==> config.mk <==
export PLATFORM = sky130hd
export DESIGN_NAME = http_request_framer
export DESIGN_NICKNAME = d
export VERILOG_FILES = /design/src/design/hrf_pkg.sv /design/src/design/hrf_front.sv /design/src/design/hrf_queue.sv /design/src/design/hrf_back.sv /design/src/design/http_request_framer.sv
export VERILOG_INCLUDE_DIRS = /design/src /design/src/design
export SDC_FILE = /design/constraint.sdc
export NUM_CORES = 1
export LEC_CHECK = 0
export BUFFER_PORTS_ARGS = -buffer_cell sky130_fd_sc_hd__clkbuf_2
export CORE_ASPECT_RATIO = 1.4
export CORE_MARGIN = 2
export CORE_UTILIZATION = 30
export CTS_CLUSTER_SIZE = 16
export DETAILED_ROUTE_END_ITERATION = 6
export PLACE_DENSITY = 0.47
export REMOVE_ABC_BUFFERS = 1
export SLEW_MARGIN = 20
export SYNTH_ARGS = -nofsm -noshare
export SYNTH_HDL_FRONTEND = slang
export SYNTH_SLANG_ARGS = --single-unit
==> constraint.sdc <==
create_clock -name i_clk -period 13.6 [get_ports i_clk]
set_input_delay 0.68 -clock i_clk [delete_from_list [all_inputs] [get_ports i_clk]]
set_output_delay 0.68 -clock i_clk [all_outputs]
set_load 0.005 [all_outputs]
==> src/design/http_request_framer_defines.svh <==
// ----------------------------------------------------------------------------
// HTTP request framer assertion macros
// Shared property forms for the framer's concurrent checks.
// ----------------------------------------------------------------------------
`ifndef HTTP_REQUEST_FRAMER_DEFINES_SVH
`define HTTP_REQUEST_FRAMER_DEFINES_SVH

// same-cycle implication, checked out of reset
`define HRF_ASSERT_NOW(label, ante, cons, msg) \
    label: assert property (@(posedge i_clk) disable iff (!i_rst_n) \
        (ante) |-> (cons)) else $error(msg);

// next-cycle implication, checked out of reset
`define HRF_ASSERT_NEXT(label, ante, cons, msg) \
    label: assert property (@(posedge i_clk) disable iff (!i_rst_n) \
        (ante) |=> (cons)) else $error(msg);

`endif

==> src/design/hrf_pkg.sv <==
// ----------------------------------------------------------------------------
// HTTP request framer package
// Payload types, byte classes, state encodings and framing constants.
// ----------------------------------------------------------------------------
package hrf_pkg;

    localparam int COUNT_BITS    = 16;
    localparam int FIELD_LEN     = 15;
    localparam int FPOS_BITS     = $clog2(FIELD_LEN);
    localparam int QUEUE_DEPTH   = 4;
    localparam int QPTR_BITS     = $clog2(QUEUE_DEPTH);
    localparam int QFILL_BITS    = $clog2(QUEUE_DEPTH + 1);

    localparam logic [15:0] MAX_LEN_RESET = 16'd1000;
    localparam logic [COUNT_BITS-1:0] COUNT_TOP = '1;

    localparam logic [7:0] CH_CR    = 8'h0D;
    localparam logic [7:0] CH_LF    = 8'h0A;
    localparam logic [7:0] CH_SPACE = 8'h20;
    localparam logic [7:0] CH_TAB   = 8'h09;
    localparam logic [7:0] CH_ZERO  = 8'h30;
    localparam logic [7:0] CH_NINE  = 8'h39;

    localparam logic [7:0] FIELD_NAME [FIELD_LEN] = '{
        8'h43, 8'h6F, 8'h6E, 8'h74, 8'h65, 8'h6E, 8'h74, 8'h2D,
        8'h4C, 8'h65, 8'h6E, 8'h67, 8'h74, 8'h68, 8'h3A
    };

    localparam logic REQ_BYTE  = 1'b0;
    localparam logic REQ_CLEAR = 1'b1;

    localparam logic [1:0] ST_HEADER = 2'd0;
    localparam logic [1:0] ST_BODY   = 2'd1;
    localparam logic [1:0] ST_DONE   = 2'd2;
    localparam logic [1:0] ST_OVFL   = 2'd3;

    typedef enum logic [3:0] {
        PH_HEADER = 4'b0001,
        PH_BODY   = 4'b0010,
        PH_DONE   = 4'b0100,
        PH_OVFL   = 4'b1000
    } t_phase;

    typedef enum logic [3:0] {
        NS_NONE  = 4'b0001,
        NS_BLANK = 4'b0010,
        NS_DIGIT = 4'b0100,
        NS_END   = 4'b1000
    } t_num_stage;

    typedef struct packed {
        logic       req_type;
        logic [7:0] data_byte;
    } t_in_item;

    typedef struct packed {
        logic [1:0]  status;
        logic [15:0] byte_count;
        logic [31:0] expected_len;
    } t_out_item;

    typedef struct packed {
        logic                 clear;
        logic                 is_cr;
        logic                 is_lf;
        logic                 is_c;
        logic                 is_blank;
        logic                 is_digit;
        logic [3:0]           digit;
        logic [FIELD_LEN-1:0] field_hit;
    } t_byte_class;

endpackage

==> src/design/hrf_front.sv <==
// ----------------------------------------------------------------------------
// HTTP request framer front end
// Accepts input beats and classifies each byte for the back end.
// ----------------------------------------------------------------------------
module hrf_front
    import hrf_pkg::*;
(
    input  logic        i_clk,
    input  logic        i_rst_n,
    input  logic        i_in_valid,
    output logic        o_in_ready,
    input  t_in_item    i_in_item,
    input  logic        i_q_ready,
    output logic        o_q_push,
    output t_byte_class o_q_item
);

    logic [7:0] w_byte;
    logic [7:0] w_digit_off;

    assign w_byte      = i_in_item.data_byte;
    assign w_digit_off = w_byte - CH_ZERO;
    assign o_in_ready  = i_q_ready;
    assign o_q_push    = i_in_valid && i_q_ready;

    always_comb begin
        o_q_item          = '0;
        o_q_item.clear    = (i_in_item.req_type == REQ_CLEAR);
        o_q_item.is_cr    = (w_byte == CH_CR);
        o_q_item.is_lf    = (w_byte == CH_LF);
        o_q_item.is_c     = (w_byte == FIELD_NAME[0]);
        o_q_item.is_blank = (w_byte == CH_SPACE) || (w_byte == CH_TAB);
        o_q_item.is_digit = (w_byte >= CH_ZERO) && (w_byte <= CH_NINE);
        o_q_item.digit    = w_digit_off[3:0];
        for (int k = 0; k < FIELD_LEN; k++) begin
            o_q_item.field_hit[k] = (w_byte == FIELD_NAME[k]);
        end
    end

    `include "http_request_framer_defines.svh"

    `HRF_ASSERT_NOW(a_push_needs_room, o_q_push, i_q_ready, "push without queue room")
    `HRF_ASSERT_NOW(a_digit_range, o_q_push && o_q_item.is_digit, o_q_item.digit <= 4'd9, "bad digit")
    `HRF_ASSERT_NOW(a_cr_not_lf, o_q_push, !(o_q_item.is_cr && o_q_item.is_lf), "cr and lf both set")

endmodule

==> src/design/hrf_queue.sv <==
// ----------------------------------------------------------------------------
// HTTP request framer queue
// Short FIFO of classified beats between front and back end.
// ----------------------------------------------------------------------------
module hrf_queue
    import hrf_pkg::*;
(
    input  logic        i_clk,
    input  logic        i_rst_n,
    input  logic        i_push,
    input  t_byte_class i_item,
    output logic        o_ready,
    output logic        o_valid,
    input  logic        i_pop,
    output t_byte_class o_item
);

    t_byte_class           r_mem [QUEUE_DEPTH];
    logic [QPTR_BITS-1:0]  r_wr_ptr;
    logic [QPTR_BITS-1:0]  r_rd_ptr;
    logic [QFILL_BITS-1:0] r_fill;
    logic [QPTR_BITS-1:0]  n_wr_ptr;
    logic [QPTR_BITS-1:0]  n_rd_ptr;
    logic [QFILL_BITS-1:0] n_fill;

    assign o_ready = (r_fill != QFILL_BITS'(QUEUE_DEPTH));
    assign o_valid = (r_fill != '0);
    assign o_item  = r_mem[r_rd_ptr];

    always_comb begin
        n_wr_ptr = r_wr_ptr;
        n_rd_ptr = r_rd_ptr;
        n_fill   = r_fill;
        if (i_push) begin
            n_wr_ptr = (r_wr_ptr == QPTR_BITS'(QUEUE_DEPTH - 1)) ? '0 : r_wr_ptr + 1'b1;
        end
        if (i_pop) begin
            n_rd_ptr = (r_rd_ptr == QPTR_BITS'(QUEUE_DEPTH - 1)) ? '0 : r_rd_ptr + 1'b1;
        end
        case ({i_push, i_pop})
            2'b10:   n_fill = r_fill + 1'b1;
            2'b01:   n_fill = r_fill - 1'b1;
            default: n_fill = r_fill;
        endcase
    end

    always_ff @(posedge i_clk) begin
        if (!i_rst_n) begin
            r_wr_ptr <= '0;
            r_rd_ptr <= '0;
            r_fill   <= '0;
        end else begin
            r_wr_ptr <= n_wr_ptr;
            r_rd_ptr <= n_rd_ptr;
            r_fill   <= n_fill;
        end
    end

    always_ff @(posedge i_clk) begin
        if (i_push) begin
            r_mem[r_wr_ptr] <= i_item;
        end
    end

    `include "http_request_framer_defines.svh"

    `HRF_ASSERT_NOW(a_fill_bound, 1'b1, r_fill <= QFILL_BITS'(QUEUE_DEPTH), "queue overfilled")
    `HRF_ASSERT_NOW(a_pop_nonempty, i_pop, r_fill != '0, "pop from empty queue")
    `HRF_ASSERT_NEXT(a_push_counts, i_push && !i_pop, r_fill == $past(r_fill) + 1'b1, "fill not advanced")

endmodule

==> src/design/hrf_back.sv <==
// ----------------------------------------------------------------------------
// HTTP request framer back end
// Runs the header and length matchers, counts bytes, registers results.
// ----------------------------------------------------------------------------
module hrf_back
    import hrf_pkg::*;
(
    input  logic        i_clk,
    input  logic        i_rst_n,
    input  logic        i_cfg_we,
    input  logic [15:0] i_cfg_wdata,
    input  logic        i_q_valid,
    input  t_byte_class i_q_item,
    output logic        o_q_pop,
    output logic        o_out_valid,
    input  logic        i_out_ready,
    output t_out_item   o_out_item
);

    logic [15:0]           r_max_len;
    t_phase                r_phase,     n_phase;
    t_num_stage            r_num_stage, n_num_stage;
    logic [1:0]            r_end_pos,   n_end_pos;
    logic [FPOS_BITS-1:0]  r_field_pos, n_field_pos;
    logic [31:0]           r_len,       n_len;
    logic [COUNT_BITS-1:0] r_count,     n_count;
    logic [31:0]           r_total,     n_total;
    logic                  r_out_valid;
    t_out_item             r_out_item;

    logic [FPOS_BITS-1:0]  w_fpos;
    logic [35:0]           w_len_x10;
    logic [32:0]           w_sum;
    logic [31:0]           w_sum_sat;
    logic                  w_end_hit;
    logic [1:0]            w_status;

    assign o_q_pop     = i_q_valid && (!r_out_valid || i_out_ready);
    assign o_out_valid = r_out_valid;
    assign o_out_item  = r_out_item;

    assign w_fpos    = (r_field_pos < FPOS_BITS'(FIELD_LEN)) ? r_field_pos : '0;
    assign w_len_x10 = ({4'b0, r_len} << 3) + ({4'b0, r_len} << 1) + 36'(i_q_item.digit);
    assign w_end_hit = r_end_pos[0] ? i_q_item.is_lf : i_q_item.is_cr;

    always_comb begin
        n_phase     = r_phase;
        n_num_stage = r_num_stage;
        n_end_pos   = r_end_pos;
        n_field_pos = r_field_pos;
        n_len       = r_len;
        n_count     = r_count;
        n_total     = r_total;
        w_sum       = '0;
        w_sum_sat   = '0;
        if (o_q_pop) begin
            if (i_q_item.clear) begin
                n_phase     = PH_HEADER;
                n_num_stage = NS_NONE;
                n_end_pos   = '0;
                n_field_pos = '0;
                n_len       = '0;
                n_count     = '0;
                n_total     = '0;
            end else if (r_phase == PH_HEADER || r_phase == PH_BODY) begin
                if (32'(r_count) >= 32'(r_max_len) || r_count == COUNT_TOP) begin
                    n_phase = PH_OVFL;
                end else begin
                    n_count = r_count + 1'b1;
                    if (r_phase == PH_HEADER) begin
                        case (r_num_stage)
                            NS_NONE: begin
                                if (i_q_item.field_hit[w_fpos]) begin
                                    if (w_fpos == FPOS_BITS'(FIELD_LEN - 1)) begin
                                        n_num_stage = NS_BLANK;
                                        n_field_pos = '0;
                                    end else begin
                                        n_field_pos = w_fpos + 1'b1;
                                    end
                                end else begin
                                    n_field_pos = i_q_item.is_c ? FPOS_BITS'(1) : '0;
                                end
                            end
                            NS_BLANK, NS_DIGIT: begin
                                if (i_q_item.is_digit) begin
                                    n_len = (w_len_x10[35:32] != '0) ? '1 : w_len_x10[31:0];
                                    n_num_stage = NS_DIGIT;
                                end else if (!(r_num_stage == NS_BLANK && i_q_item.is_blank)) begin
                                    n_num_stage = NS_END;
                                end
                            end
                            default: ;
                        endcase
                        // the terminating LF never touches the length value, and the sum reads the registered stage
                        w_sum     = 33'(n_count) + ((r_num_stage != NS_NONE) ? 33'(r_len) : '0);
                        w_sum_sat = w_sum[32] ? '1 : w_sum[31:0];
                        if (w_end_hit) begin
                            if (r_end_pos == 2'd3) begin
                                n_end_pos = '0;
                                n_total   = w_sum_sat;
                                n_phase   = (32'(n_count) >= w_sum_sat) ? PH_DONE : PH_BODY;
                            end else begin
                                n_end_pos = r_end_pos + 1'b1;
                            end
                        end else begin
                            n_end_pos = i_q_item.is_cr ? 2'd1 : 2'd0;
                        end
                    end else if (32'(n_count) >= r_total) begin
                        n_phase = PH_DONE;
                    end
                end
            end
        end
    end

    always_comb begin
        case (n_phase)
            PH_HEADER: w_status = ST_HEADER;
            PH_BODY:   w_status = ST_BODY;
            PH_DONE:   w_status = ST_DONE;
            PH_OVFL:   w_status = ST_OVFL;
            default:   w_status = ST_HEADER;
        endcase
    end

    always_ff @(posedge i_clk) begin
        if (!i_rst_n) begin
            r_max_len   <= MAX_LEN_RESET;
            r_phase     <= PH_HEADER;
            r_num_stage <= NS_NONE;
            r_end_pos   <= '0;
            r_field_pos <= '0;
            r_len       <= '0;
            r_count     <= '0;
            r_total     <= '0;
            r_out_valid <= 1'b0;
        end else begin
            if (i_cfg_we) begin
                r_max_len <= i_cfg_wdata;
            end
            r_phase     <= n_phase;
            r_num_stage <= n_num_stage;
            r_end_pos   <= n_end_pos;
            r_field_pos <= n_field_pos;
            r_len       <= n_len;
            r_count     <= n_count;
            r_total     <= n_total;
            if (o_q_pop) begin
                r_out_valid <= 1'b1;
            end else if (i_out_ready) begin
                r_out_valid <= 1'b0;
            end
        end
    end

    always_ff @(posedge i_clk) begin
        if (o_q_pop) begin
            r_out_item.status       <= w_status;
            r_out_item.byte_count   <= 16'(n_count);
            r_out_item.expected_len <= n_total;
        end
    end

    `include "http_request_framer_defines.svh"

    `HRF_ASSERT_NOW(a_hdr_no_total, r_phase == PH_HEADER, r_total == '0, "total set in header")
    `HRF_ASSERT_NOW(a_done_reached, r_phase == PH_DONE, 32'(r_count) >= r_total, "done before total")
    `HRF_ASSERT_NEXT(a_clear_resets, o_q_pop && i_q_item.clear, r_count == '0 && r_phase == PH_HEADER, "clear ignored")
    `HRF_ASSERT_NEXT(a_done_holds, o_q_pop && !i_q_item.clear && r_phase == PH_DONE, $stable(r_count), "count moved after done")

endmodule

==> src/design/http_request_framer.sv <==
// ----------------------------------------------------------------------------
// HTTP request framer
// Frames request bytes by header end and Content-Length, one result per beat.
// ----------------------------------------------------------------------------
//  channel  | direction | handshake                   | payload
//  in       | input     | i_in_valid / o_in_ready     | i_in_item  (req_type, data_byte)
//  out      | output    | o_out_valid / i_out_ready   | o_out_item (status, byte_count,
//           |           |                             |             expected_len)
//  cfg      | input     | i_cfg_we                    | i_cfg_wdata (max_request_len)
//
//  One beat per cycle sustained while the output is not stalled; a result passes
//  through a queue entry and then the back end's output register after its beat
//  is accepted, and is taken at the next edge with ready high.
//  The four-entry queue lets the front accept up to four beats while the output
//  is stalled; then o_in_ready drops until the back end pops again.
//  Synchronous reset sets max_request_len to 1000 and clears the framing state.
// ----------------------------------------------------------------------------
module http_request_framer
    import hrf_pkg::*;
(
    input  logic        i_clk,
    input  logic        i_rst_n,
    input  logic        i_cfg_we,
    input  logic [15:0] i_cfg_wdata,
    input  logic        i_in_valid,
    output logic        o_in_ready,
    input  t_in_item    i_in_item,
    output logic        o_out_valid,
    input  logic        i_out_ready,
    output t_out_item   o_out_item
);

    logic        w_q_ready;
    logic        w_q_push;
    t_byte_class w_q_in;
    logic        w_q_valid;
    logic        w_q_pop;
    t_byte_class w_q_out;

    hrf_front u_front (
        .i_clk      (i_clk),
        .i_rst_n    (i_rst_n),
        .i_in_valid (i_in_valid),
        .o_in_ready (o_in_ready),
        .i_in_item  (i_in_item),
        .i_q_ready  (w_q_ready),
        .o_q_push   (w_q_push),
        .o_q_item   (w_q_in)
    );

    hrf_queue u_queue (
        .i_clk   (i_clk),
        .i_rst_n (i_rst_n),
        .i_push  (w_q_push),
        .i_item  (w_q_in),
        .o_ready (w_q_ready),
        .o_valid (w_q_valid),
        .i_pop   (w_q_pop),
        .o_item  (w_q_out)
    );

    hrf_back u_back (
        .i_clk       (i_clk),
        .i_rst_n     (i_rst_n),
        .i_cfg_we    (i_cfg_we),
        .i_cfg_wdata (i_cfg_wdata),
        .i_q_valid   (w_q_valid),
        .i_q_item    (w_q_out),
        .o_q_pop     (w_q_pop),
        .o_out_valid (o_out_valid),
        .i_out_ready (i_out_ready),
        .o_out_item  (o_out_item)
    );

endmodule
Word level (Yosys, flattened, before mapping)

Memory sizes are Yosys's and may differ from the RTL's. A register that Yosys moved wholly into a read port is not among the register bits.
Index checks and enable logic that the tools add are counted.

Register bits: 168
Latch bits: 0
Memory bits (writable): 100
Bits in read-only memories: 0
Bits of input ports: 30
Output and inout bits: 52
Memories kept: 1

Memory list:

| memory        | words | width | rd ports | clocked after Yosys merged registers in | write ports | RTL line        | text |
|---|---|---|---|---|---|---|---|
| u_queue.r_mem | 4     | 25    | 1        | 1                                       | 1           | hrf_queue.sv:18 | `t_byte_class r_mem [QUEUE_DEPTH];` |

Add/subtract/negate cells: 11
Multipliers: 0
Div/mod/pow operators: 0
$lt $le $gt $ge: 7
Equal/unequal tests: 35
Shift-type cells: 0
Multiplexer cells: 67
Bitwise gates (word level): 0
Reductions and logical operators: 24

Operators with widths:

| kind                  | number |
|---|---|
| $mux 32               | 16 |
| $mux 4                | 24 |
| $eq 8x7->1 const B    | 8 |
| $ge 16x32->1          | 2 |
| $mux 16               | 4 |
| $add 35x33->36        | 1 |
| $add 36x4->36         | 1 |
| $add 16x33->33        | 1 |
| $eq 8x4->1 const B    | 3 |
| $eq 8x6->1 const B    | 3 |
| $mux 2                | 10 |
| $add 16x1->16 const B | 1 |
| $eq 16x16->1 const B  | 1 |
| $ge 16x16->1          | 1 |
| $reduce_bool 2->1     | 7 |
| $eq 4x2->1 const B    | 3 |
| $eq 2x2->1 const B    | 4 |
| $eq 4x1->1 const B    | 2 |
| $eq 4x3->1 const B    | 2 |
| $eq 4x4->1 const B    | 2 |
| $ge 8x6->1 const B    | 1 |
| $le 8x6->1 const B    | 1 |
| $mux 1                | 8 |
| $pmux 4 s2            | 1 |
| other kinds (27)      | 37 |

Logic depth before layout (Yosys ltp)

Gate-level depths: netlist of run 1.

Depth in word-level cells: 15
Mapped depth: 31
Mapped depth without buffers: 28

Modules after synthesis

Synthesis of run 1 repeated with hierarchy kept, for this count alone.

Cells, all modules: 1,464
Area, all modules: 15,685.0 µm²

By module, submodules not included:

| module    | times used | cells an instance | area an instance (µm²) | sequential area each (µm²) |
|---|---|---|---|---|
| hrf_back  | 1          | 1,242             | 11,273.3               | 3,723.6 |
| hrf_queue | 1          | 178               | 4,115.2                | 3,183.1 |
| hrf_front | 1          | 44                | 296.5                  | 0.0 |

Least setup slack after synthesis of run 1

No wires, ideal clock.

Kind: register -> register
From: reg u_back.r_num_stage[1]
To: reg u_back.r_out_item, in the netlist u_back.o_out_item[49], data pin
Arrival: 5.727 ns
Required time: 13.344 ns
Path slack: 7.617 ns
Cell stages (with the launch flop): 30
Buffers on the path: 4
Period minus slack after synthesis: 5.983 ns
Cells stage by stage: dfxtp_1 -> or4b_4 -> clkbuf_1 -> clkbuf_1 -> clkbuf_1 -> and2_1 -> ha_1 -> inv_1 -> fa_1 -> nor2b_1 -> o31a_1 -> o311ai_0 -> a21o_1 -> o211ai_1 -> and3_1 -> clkbuf_1 -> nor2_1 -> ha_1 -> a21oi_1 -> o21ai_0 -> a21o_1 -> a21o_1 -> a221o_1 -> a211o_1 -> o2111ai_1 -> nor4_2 -> nand4_1 -> o31ai_2 -> and3_2 -> o211a_1

Word-level cells in the longest chain between the ends: 15

RTL lines:

| item                               | RTL line        | text |
|---|---|---|
| start, declared                    | hrf_back.sv:22  | `t_num_stage r_num_stage, n_num_stage;` |
| start signal, assigned             | hrf_back.sv:142 | `r_num_stage <= n_num_stage;` |
| $ne 4x1->1 (*)                     | hrf_back.sv:95  | `w_sum = 33'(n_count) + ((r_num_stage != NS_NONE) ? 33'(r_len) : '0);` |
| $mux 32 (*)                        | hrf_back.sv:95  |  |
| $add 16x33->33 (*)                 | hrf_back.sv:95  |  |
| $mux 32 (*)                        | hrf_back.sv:96  | `w_sum_sat = w_sum[32] ? '1 : w_sum[31:0];` |
| $ge 16x32->1 (*)                   | hrf_back.sv:101 | `n_phase = (32'(n_count) >= w_sum_sat) ? PH_DONE : PH_BODY;` |
| $mux 3 (*)                         | hrf_back.sv:101 |  |
| $mux 4 (*)                         | hrf_back.sv:98  | `if (r_end_pos == 2'd3) begin` |
| $mux 4 (*)                         | hrf_back.sv:97  | `if (w_end_hit) begin` |
| $mux 4 (*)                         | hrf_back.sv:70  | `if (r_phase == PH_HEADER) begin` |
| $mux 4 (*)                         | hrf_back.sv:66  | `if (32'(r_count) >= 32'(r_max_len) \|\| r_count == COUNT_TOP) begin` |
| $mux 4 (*)                         | hrf_back.sv:65  | `end else if (r_phase == PH_HEADER \|\| r_phase == PH_BODY) begin` |
| $mux 4 (*)                         | hrf_back.sv:57  | `if (i_q_item.clear) begin` |
| $mux 4 (*)                         | hrf_back.sv:56  | `if (o_q_pop) begin` |
| $eq 4x4->1 (tied with other cells) | hrf_back.sv:117 | `case (n_phase)` |
| $pmux 2 s3 (*)                     | hrf_back.sv:117 |  |
| net u_back.w_status[1]             | hrf_back.sv:36  | `logic [1:0] w_status;` |
| end, declared                      | hrf_back.sv:29  | `t_out_item r_out_item;` |

Mark *: on every way through the listed nets, which the timed path passes. The rest lies on a longest branch.
A chain may end at the register's enable or synchronous reset.

Final worst setup path of run 1

From: reg u_back.r_count[0]
To: reg u_back.r_out_item, in the netlist u_back.o_out_item[49], data pin

Word-level cells in the longest chain between the ends: 14

RTL lines:

| item                               | RTL line        | text |
|---|---|---|
| start, declared                    | hrf_back.sv:26  | `logic [COUNT_BITS-1:0] r_count, n_count;` |
| start signal, assigned             | hrf_back.sv:146 | `r_count <= n_count;` |
| $add 16x1->16                      | hrf_back.sv:69  | `n_count = r_count + 1'b1;` |
| $add 16x33->33                     | hrf_back.sv:95  |  |
| $mux 32                            | hrf_back.sv:96  |  |
| $ge 16x32->1                       | hrf_back.sv:101 |  |
| $mux 3                             | hrf_back.sv:101 |  |
| $mux 4                             | hrf_back.sv:98  |  |
| $mux 4                             | hrf_back.sv:97  |  |
| $mux 4                             | hrf_back.sv:70  |  |
| $mux 4 (*)                         | hrf_back.sv:66  |  |
| $mux 4 (*)                         | hrf_back.sv:65  |  |
| $mux 4 (*)                         | hrf_back.sv:57  |  |
| $mux 4 (*)                         | hrf_back.sv:56  |  |
| $eq 4x4->1 (tied with other cells) | hrf_back.sv:117 |  |
| $pmux 2 s3 (*)                     | hrf_back.sv:117 |  |
| net u_back.w_status[1]             | hrf_back.sv:36  |  |

Marks and branches as above.

==> results of run 1 <==
[placed cells by master, fill, tap and decap left out, types with 6 or more instances in the layout]
cell / instances
clkbuf_1: 6
inv_1: 65
ha_1: 134
a22o_1: 9
o21a_1: 14
nor4_1: 18
a31oi_1: 8
mux2i_1: 13
o211ai_1: 15
nor2b_1: 10
o31a_1: 7
nand3_1: 28
a21o_1: 33
nor2_1: 81
a211oi_1: 35
nand2b_1: 14
and3_1: 16
xor2_1: 20
mux4_2: 22
dfxtp_1: 120
edfxtp_1: 126
a32o_1: 9
nor3_1: 23
a21oi_1: 131
clkbuf_2: 81
xnor2_1: 37
nand2_1: 122
o21ai_1: 7
buf_4: 13
nand4_1: 11
o21ai_0: 72
o31ai_1: 6
and2_1: 68
a211o_1: 7
or3_1: 6
clkbuf_16: 29
[kinds of logic (layout without fill, tap and decap cells)]
group / count (synthesis) / after routing / share of synthesized area (%)
simple gates: 437 / 437 / 15.6
compound gates: 406 / 406 / 18.1
flops: 246 / 246 / 42.5
fa+ha+maj: 139 / 139 / 12.1
buf+inv: 130 / 214 / 3.44
xor+xnor: 59 / 59 / 3.74
mux: 37 / 37 / 4.45
[state kept, by name (all words and copies together), names as in the netlist, named ones only]
name	cells
u_back.r_num_stage	4
u_back.o_out_item	50
u_back.r_end_pos	2
u_back.o_out_valid	1
u_queue.r_mem	76
u_back.r_total	32
u_back.r_max_len	16
u_back.r_phase	4
u_queue.r_rd_ptr	2
u_queue.r_wr_ptr	2
u_back.r_count	16
u_back.r_field_pos	4
u_back.r_len	32
u_queue.r_fill	3
[metal layers]
metal | routed length, um | up-vias | global-route usage (%)
met5 | 0 | - | 0
met4 | 1340 | 0 | 6.05
met3 | 1260 | 61 | 1.69
met2 | 21000 | 197 | 30.0
met1 | 17000 | 5502 | 18.7
li1 | - | 5549 | -
[path summary, 6_finish.rpt]
kind | startpoint | end | slack, ns
setup / recovery | u_back.r_count[0] | u_back.o_out_item[49] | 6.61
hold / removal | i_cfg_wdata[8] | u_back.r_max_len[8] | 0.30
setup reg to reg | u_back.r_count[0] | u_back.o_out_item[49] | 6.61
hold reg to reg | u_back.o_out_valid | u_back.o_out_valid | 0.48
[power by group through the flow]
| stage | sequential [mW] | combinational (mW) | clock [mW] |
|---|---|---|---|
| after global routing | 0.980 | 0.679 | 0.834 |
| after CTS | 0.972 | 0.623 | 0.810 |
| after detailed placement | 0.986 | 0.622 | 0 |
| after global placement | 0.985 | 0.617 | 0 |
| after floorplan | 0.996 | 0.331 | 0 |
| final | 0.968 | 0.609 | 0.786 |
[through the flow]
step                utilization (%)  instances  cell area [sq um]  hold WS (ns)  setup slack [ns]
finish                         34.6       2168              16600         0.302              6.61
global route                   34.6       2168              16600         0.302              6.17
CTS                            34.6       2168              16600         0.272              6.61
detailed placement             32.6       2116              15600         0.469              6.72
global placement               32.6       2116              15600         0.458              6.85
floorplan                         -       1392              14300         0.454              7.26
[worst max-delay path: stages (launching register included)]
cell and delay, ns:
dfxtp_1 0.54, ha_1 0.32, nand3_1 0.21, or4_1 0.63
nor2_1 0.17, xor2_1 0.41, ha_1 0.28, and3_1 0.22
nand2_1 0.09, or2_1 0.26, o211a_4 0.28, nor2_1 0.26
nand2_1 0.44, nand2_1 0.20, inv_1 0.08, ha_1 0.18
a21oi_1 0.13, o21ai_0 0.11, a21o_1 0.18, a21o_1 0.17
a221o_1 0.38, a211o_1 0.33, o2111ai_1 0.12, nor4_2 0.08
nand4_1 0.14, o31ai_2 0.09, and3_2 0.22, o211a_1 0.20
[layout make-up]
cell class / instances / area [sq um] / area share (%)
inverters: 68 / 255 / 1.54
well taps: 630 / 788 / 4.75
flip-flops and latches: 246 / 6190 / 37.3
multi-input cells: 1078 / 7920 / 47.7
clock buffers: 36 / 762 / 4.59
clock inverters: 16 / 190 / 1.15
repair buffers: 94 / 503 / 3.03
==> metrics.md, run 1 <==
| Metric | Value |
|---|---|
| Clock Path Buffers | 3 |
| Post_cts resized | 0 |
| Area delta synth->final | 13.9% |
| Wire per inst | 18.7 um |
| Number of global-route vias before repair | 11200 |
| Hold Path Depth | 3 |
| Min cycle time layout | roughly 7.0 ns |
| Relative slew slack | 31.9% |
| TNS Setup | 0 ns |
| Post-Synthesis Cells | 1454 |
| DRT Wirelength | about 41000 um |
| FP Rows | 95 |
| CTS Hold Buffers Added | 0 |
| Syn_area_per_cell | 10.0 sq um |
| Post-Syn Area | 0.0146 sq mm |
| Vias | ~11000 |
| P_sw | 0.778 mW |
| CTS Buf Count | 28 |
| Initial antenna violation count | 0 |
| Net count, final | around 1700 |
| Min-Delay Path Class | in2reg |
| Drt drc | 0 |
| Pwr Density | 142 mW/mm^2 |
| Routability cong. | 0.872 |
| Starting Density | 30.3% |
| Port-buffer cells | 81 |
| Clk_skew | ~0.026 ns |
| DIE HEIGHT | 265 um |
| Post-DRT Antenna Nets | 0 |
| CORE AREA | 0.0480 sq mm |
| Reg2Reg Depth | 27 |
| Int Pwr | 1.58 mW |
| Synth top area share | between 20% and 30% |
| Clock group share of total power | between 30% and 40% |
| Combinational power share | 25.8% |
| Ys Warns | 0 |
| Commonest cells in the synthesized netlist | ha_1 (134), a21oi_1 (131), edfxtp_1 (126) |
| CTS tree | done |
| CP required | approximately 14 ns |
| CP endpoint kind | flip-flop |
| Worst endpoint data arrival time | 7.32 ns |
| Clk pin slew, worst setup/hold paths | 0.06 ns |
| Diodes inserted | 0 |
| Largest net degree at the start of global routing | 64 |
| Share of cells above drive strength 1 | 12.7% |
| Sw frac | between 30% and 40% |
| Biggest area consumer among synthesized cells | edfxtp_1 |
| Pleak | 6.76 nW |
| Outcome | completed |
| Crit Path Max Fanout | 14 |
| Pwr Total | 2.36 mW |
| Global Route Usage Sum | 16.1% |
| Final Hold Fails | 0 |
| Clk_lat worst skew | 0.59 ns |
| Global-route wire length before repair | 63500 um |
| TritonCTS Sinks | 246 |
| WS Path Type | reg2reg |
| Root Driver | clkbuf_16 |
| IO Count | 82 |
| RSZ-0062 raised after global routing | false |
| Worst Setup Start Kind | flip-flop |
| Number of post-CTS setup repair buffers | 0 |
| Max Freq | 143 MHz |
| DR iter-0 viols | 492 |
| Placed wire-length estimate | 29400 um |
| Slew @ Worst Pin | 1.02 ns |
| Setup-failing EPs final | 0 |
| Post-synth EDFFs | roughly 130 |
| Reg power frac | 41.0% |
| Unique masters post-synth | 89 |
| Slew Viols, Final | 0 |
| Vias per cell | 5.22 |
| Detailed Routing Iterations Pass 1 | 5 |
| Maxcap violations | 0 |
| Die X | 190 um |
| Fillers | 4959 |
| #FFs+latches synth | 246 |
| Async S/R FF share, synth | 0% |
| Htree depth | 1 |
| Synth top area cells | edfxtp_1 (26%), dfxtp_1 (16%), ha_1 (12%) |
| Synth Flop Type | edfxtp_1 |
| Die area | between 0.05 and 0.06 sq mm |
| Register area share after synthesis | a little over two fifths |
| Total grt overflow | 0 |
| Tcrit/Tclk final | between 50% and 60% |
| Most numerous cell in the Yosys netlist | ha_1 |
| Max VDD drop | 0.112 mV |
(Power assumes the default switching activity.)
==> run 2, diff against run 1 <==
PLACE_DENSITY = 0.49   (was 0.47)
clock period = 6.05 ns   (was 13.6 ns; I/O delays follow)
==> metrics.md, run 2 (same netlist as run 1, synthesis figures left out) <==
| Metric | Value |
|---|---|
| Routability cong. | 0.894 (+2.4%) |
| Root Driver | clkbuf_16 |
| Port-buffer cells | 81 (unchanged) |
| Met3 Use GR | 1.81% (+0.12 points) |
| Placed wire-length estimate | 30200 um (+2.6%) |
| Initial antenna violation count | 0 (unchanged) |
| Crit Path Max Fanout | 11 (-3) |
| Die area | 0.0504 sq mm (unchanged) |
| Commonest non-fill, non-tap cell in the layout | ha_1 |
| Global-route wire length before repair | 64100 um (+1.1%) |
| Area delta synth->final | 18.1% |
| Tcrit/Tclk final | 96.4% (+45 points) |
| Clk_skew | 0.0316 ns (+0.00512 ns) |
| Met1 usage | 19.1% (+0.37 points) |
| CP required | 6.39 ns (-7.54 ns) |
| Clk_lat worst skew | 0.59 ns (about the same) |
| Maxcap violations | 0 (unchanged) |
| Worst setup margin | 0.216 ns (-6.39 ns) |
| Slew @ Worst Pin | 1.06 ns (+0.0420 ns) |
| TritonCTS Sinks | 246 (unchanged) |
| Setup-failing EPs final | 0 (unchanged) |
| Pwr Total | 5.32 mW (+130%) |
| Worst Setup Start Kind | flip-flop |
| Die X | 190 um (unchanged) |
| Post-DRT Antenna Nets | 0 (unchanged) |
| Pre-CTS setup slack | 0.0117 ns (-6.71 ns) |
| WS Path Type | reg2reg |
| Relative slew slack | 29.1% (-2.8 points) |
| Slew Viols, Final | 0 (unchanged) |
| Global Route Usage Sum | 16.1% (+0.033 points) |
| Min cycle time layout | 5.83 ns (-1.16 ns) |
| Diodes inserted | 0 (unchanged) |
| Starting Density | 30.3% (unchanged) |
| CTS Buf Count | 28 (unchanged) |
| Total grt overflow | 0 (unchanged) |
| Final Hold Fails | 0 (unchanged) |
| Max VDD drop | 0.272 mV (+140%) |
| Met2 Use GR | 29.6% (-0.43 points) |
| CORE AREA | 0.0480 sq mm (unchanged) |
| CTS tree | done |
| Pwr Density | 309 mW/mm^2 (+120%) |
| CP endpoint kind | flip-flop |
| Grt peak-use layer | met2 |
| Clock Path Buffers | 3 (unchanged) |
| Outcome | completed |
| Vias | 11500 (+1.6%) |
| Max Freq | 171 MHz (+20%) |
| Htree depth | 1 (unchanged) |
| Most frequent cells in the layout | ha_1 (132), a21oi_1 (130), edfxtp_1 (126), nand2_1 (122), dfxtp_1 (116) |
| DRT Wirelength | 40600 um (about the same) |
| Drt drc | 0 (unchanged) |
| Share of cells above drive strength 1 | 16.2% (+3.5 points) |
| Clk pin slew, worst setup/hold paths | 0.06 ns (about the same) |
| Vias per cell | 5.15 (-1.3%) |
| Number of global-route vias before repair | 11500 (+2.5%) |
| FP Rows | 95 (unchanged) |
| IO Count | 82 (unchanged) |
| Wire per inst | 18.2 um (-2.8%) |
| Largest net degree at the start of global routing | 64 (unchanged) |
| Net count, final | 1749 (+3.9%) |
| Max FFs per register | 76 (unchanged) |
| Detailed Routing Iterations Pass 1 | 5 (unchanged) |
| DIE HEIGHT | 265 um (unchanged) |
| Worst endpoint data arrival time | 6.17 ns (-1.15 ns) |
| Top reg by flops | u_queue.r_mem |
| RSZ-0062 raised after global routing | false |
| Minimum hold slack | 0.0772 ns (-0.225 ns) |
| DR iter-0 viols | 527 (+7.1%) |
| Pleak | 7.08 nW (+4.8%) |
| Min-Delay Path Class | in2reg |
==> run 2: cell types whose count changed in the layout (fill, tap and decap cells not counted), moves of 4 or more <==
cell / change
clkbuf_8: +4
clkinv_1: -4
dfxtp_2: +4
clkbuf_1: -4
clkinv_4: +4
dlygate4sd3_1: +18
dfxtp_1: -4
buf_4: +47
==> run 2: metrics by stage <==
step           cell area [sq um]  instances  utilization, %  setup TNS [ns]
3_5_place_dp               16000       2161            33.3               0
5_1_grt                    17200       2232            35.8               0
2_1_floorplan              14300       1392               -           -7.87
3_3_place_gp               16000       2161            33.3               0
6_report                   17200       2232            35.8               0
4_1_cts                    17100       2230            35.7               0
==> run 2: critical path: stages, from the launching register on <==
cell	delay, ns
dfxtp_1	0.36
or4b_4	0.54
buf_4	0.20
and2_1	0.16
ha_1	0.33
a211o_1	0.35
o311ai_2	0.31
buf_4	0.17
a21o_1	0.18
o211ai_1	0.14
and3_2	0.24
nor2_2	0.14
ha_1	0.26
a21oi_1	0.14
o21ai_0	0.11
a21o_1	0.18
a21o_1	0.16
a221o_1	0.35
a211o_1	0.35
o2111ai_1	0.13
nor4_2	0.06
nand4_1	0.20
o31ai_4	0.11
and3_2	0.23
o211a_1	0.19
==> run 2: path summary, 6_finish.rpt <==
kind                                             from                    end  slack, ns  depth (start not counted)
worst min register to register     u_back.o_out_valid     u_back.o_out_valid       0.48                          2
worst max-delay path            u_back.r_num_stage[3]  u_back.o_out_item[49]       0.22                         24
worst min-delay path                     i_in_item[0]   u_queue.r_mem[3][15]       0.08                          1
worst max register to register  u_back.r_num_stage[3]  u_back.o_out_item[49]       0.22                         24
==> run 2: routing by layer <==
layer	vias to the layer above	wire, um
li1	5681	-
met4	0	1460
met2	199	20900
met1	5538	17000
met3	74	1310
met5	-	0
==> run 2: power breakdown <==
part	switching [mW]	total [mW]	internal [mW]	leakage [nW]
Sequential	0.0980	2.17	2.07	2.20
Clock	0.736	1.74	1.01	0.457
Combinational	0.918	1.41	0.496	4.42
==> run 2: repair_timing <==
item                                    4_1_cts  5_1_grt
endpoints found under the setup margin        1        3
setup buffers                                 0        2
hold buffers                                 18        0
gates resized for setup                       1       15
hold endpoints to repair                     21        0
pin swaps                                     0        7
==> run 2: cell type report <==
type | instances | area, sq um
fillers | 4896 | 30800
multi-input cells | 1078 | 7970
flip-flops and latches | 246 | 6190
repair buffers | 159 | 1040
well taps | 630 | 788
clock buffers | 35 | 777
inverters | 68 | 255
clock inverters | 16 | 186
==> run 3, diff against run 2 <==
CTS_BUF_LIST = sky130_fd_sc_hd__clkbuf_4 sky130_fd_sc_hd__clkbuf_8   (was not set)
==> metrics.md, run 3 (same netlist as run 1, synthesis figures left out) <==
| Metric | Value |
|---|---|
| Clk_skew | 0.0436 ns (+0.0121 ns) |
| Placed wire-length estimate | 30200 um (unchanged) |
| CP max stage delay | 0.54 ns (about the same) |
| Setup-failing EPs final | 0 (unchanged) |
| Maxcap violations | 0 (unchanged) |
| FP Rows | 95 (unchanged) |
| Starting Density | 30.3% (unchanged) |
| Worst endpoint data arrival time | 6.20 ns (+0.03 ns) |
| Most frequent cells in the layout | ha_1 (132), a21oi_1 (130), edfxtp_1 (126), nand2_1 (122), dfxtp_1 (116) |
| TritonCTS Sinks | 246 (unchanged) |
| Hold Path End | u_queue.r_mem[2][15] |
| Hold_sp | i_in_item[0] |
| Final core utilization | 35.9% (+0.052 points) |
| Clk pin slew, worst setup/hold paths | 0.07 ns (about the same) |
| WS Path Type | reg2reg |
| CP max-delay cell | or4b_4 |
| Design area | 0.0172 sq mm (+0.15%) |
| Vias per cell | 5.14 (-0.22%) |
| Commonest non-fill, non-tap cell in the layout | ha_1 |
| Share of cells above drive strength 1 | 17.4% (+1.2 points) |
| Seq. cell area | 0.00619 sq mm (unchanged) |
| CTS Buf Count | 42 (+50%) |
| Wire per inst | 18.2 um (about the same) |
| Total grt overflow | 0 (unchanged) |
| Relative slew slack | 31.1% (+2.0 points) |
| Min-Delay Path Class | in2reg |
| Hold Path Depth | 1 (unchanged) |
| Cell family with most CP delay | compound AO/OA/AOI/OAI gates |
| Detailed Routing Iterations Pass 1 | 5 (unchanged) |
| Reg-to-reg startpoint | u_back.r_num_stage[3] |
| WL met1 | 16900 um (-0.50%) |
| Routed length on met3 | 1550 um (+18%) |
| Global Route Usage Sum | 16.3% (+0.20 points) |
| Vias | 11600 (+1.0%) |
| DR WL met2 | 20900 um (-0.19%) |
| Net count, final | 1763 (+0.80%) |
| Routability cong. | 0.894 (unchanged) |
| Crit Path Max Fanout | 11 (unchanged) |
| Slew @ Worst Pin | 1.03 ns (-0.0297 ns) |
| Drt drc | 0 (unchanged) |
| Fillers | 4917 (+0.43%) |
| CP required | 6.40 ns (about the same) |
| DR iter-0 viols | 528 (+0.19%) |
| RSZ-0062 raised after global routing | false |
| Most frequent CP cell | a21o_1 |
| DRT Wirelength | 41200 um (+1.3%) |
| Outcome | completed |
| Non-filler instance count after layout | 2260 (+1.3%) |
| Clock Path Buffers | 3 (unchanged) |
| Initial antenna violation count | 2 (+2) |
| Area delta synth->final | 18.3% |
| Number of global-route vias before repair | 11700 (+1.5%) |
| Area of the multi-input gates | 0.00797 sq mm (unchanged) |
| Buf+Inv Stages, Crit Path | 2 (unchanged) |
| CP endpoint kind | flip-flop |
| Max VDD drop | 0.223 mV (-18%) |
| Die X | 190 um (unchanged) |
| Top reg by flops | u_queue.r_mem |
| DP Area | 0.0160 sq mm (unchanged) |
| Uppermost layer routed | met4 |
| Slew Viols, Final | 0 (unchanged) |
| R2R setup slack | 0.21 ns (about the same) |
| Pwr Density | 310 mW/mm^2 (+0.24%) |
| Global-route wire length before repair | 64500 um (+0.60%) |
| Crit path cell chain | or4b_4 > buf_4 > and2_1 > ha_1 > a211o_1 > o311ai_2 > buf_4 > a21o_1 > o211ai_1 > and3_2 > nor2_2 > ha_1 > a21oi_1 > o21ai_0 > a21o_1 > a21o_1 > a221o_1 > a211o_1 > o2111ai_1 > nor4_2 > nand4_1 > o31ai_4 > and3_2 > o211a_1 |
| Clk_lat worst skew | 0.60 ns (about the same) |
| Port-buffer cells | 81 (unchanged) |
| Die area | 0.0504 sq mm (unchanged) |
| DIE HEIGHT | 265 um (unchanged) |
| Pleak | 7.13 nW (+0.68%) |
| IO Count | 82 (unchanged) |
| Min cycle time layout | 5.84 ns (+0.00993 ns) |
| Root Driver | clkbuf_8 |
| Max FFs per register | 76 (unchanged) |
| CORE AREA | 0.0480 sq mm (unchanged) |
| Tcrit/Tclk final | 96.6% (+0.16 points) |
| Largest net degree at the start of global routing | 64 (unchanged) |
| Post-DRT Antenna Nets | 0 (unchanged) |
| Reg2Reg Depth | 24 (unchanged) |
| Final Hold Fails | 0 (unchanged) |
| RR Endpoint | u_back.o_out_item[49] |
| Minimum hold slack | 0.0582 ns (-0.0190 ns) |
| CTS tree | done |
| Max Freq | 171 MHz (-0.17%) |
| Worst Setup Start Kind | flip-flop |
| Htree depth | 2 (+1) |
| Placed Cells | 2161 (unchanged) |
## run 3: power by group
part	internal, mW	switching (mW)
Clock	1.01	0.753
Sequential	2.07	0.0983
Combinational	0.496	0.919
## run 3: final cells by class
cell class                 instances  share of cell area (%)
tap                              630                    4.58
clock inverter                    26                    1.82
sequential                       246                    35.9
multi-input combinational       1078                    46.3
antenna                            1                  0.0145
timing repair buffer             159                    6.01
inverter                          68                    1.48
clock buffer                      52                    3.90
## run 3: through the flow
stage	power, mW	worst slack [ns]	TNS (ns)
after CTS	5.45	0.104	0
after floorplan	2.98	-0.286	-7.87
after global placement	3.63	0.143	0
after detailed placement	3.64	0.0117	0
final	5.35	0.206	0
after global routing	5.66	0.00189	0
## run 3: how the worst max path moves through the flow
stage	start	to	slack [ns]	cells past startpoint
after floorplan	flip-flop	u_back.r_len[28]	-0.29	15
after global placement	u_back.r_num_stage[0]	u_back.o_out_item[49]	0.14	26
after detailed placement	u_back.r_num_stage[0]	u_back.o_out_item[49]	0.01	26
after CTS	u_back.r_num_stage[0]	u_back.o_out_item[49]	0.10	26
after global routing	u_back.r_count[1]	u_back.o_out_item[49]	0.002	28
final	u_back.r_num_stage[3]	u_back.o_out_item[49]	0.21	24
## run 3: what timing repair did
item | 4_1_cts | 5_1_grt
pin swaps | 0 | 7
hold buffers | 18 | 0
endpoints found under the hold margin | 21 | 0
setup endpoints to repair | 1 | 3
gates resized for setup | 1 | 15
buffers inserted | 0 | 2
## run 3: layer usage
layer / vias up / global-route usage (%)
met5: - / 0
met4: 0 / 7.52
met3: 89 / 2.57
met2: 244 / 29.4
met1: 5564 / 18.8
li1: 5714 / -
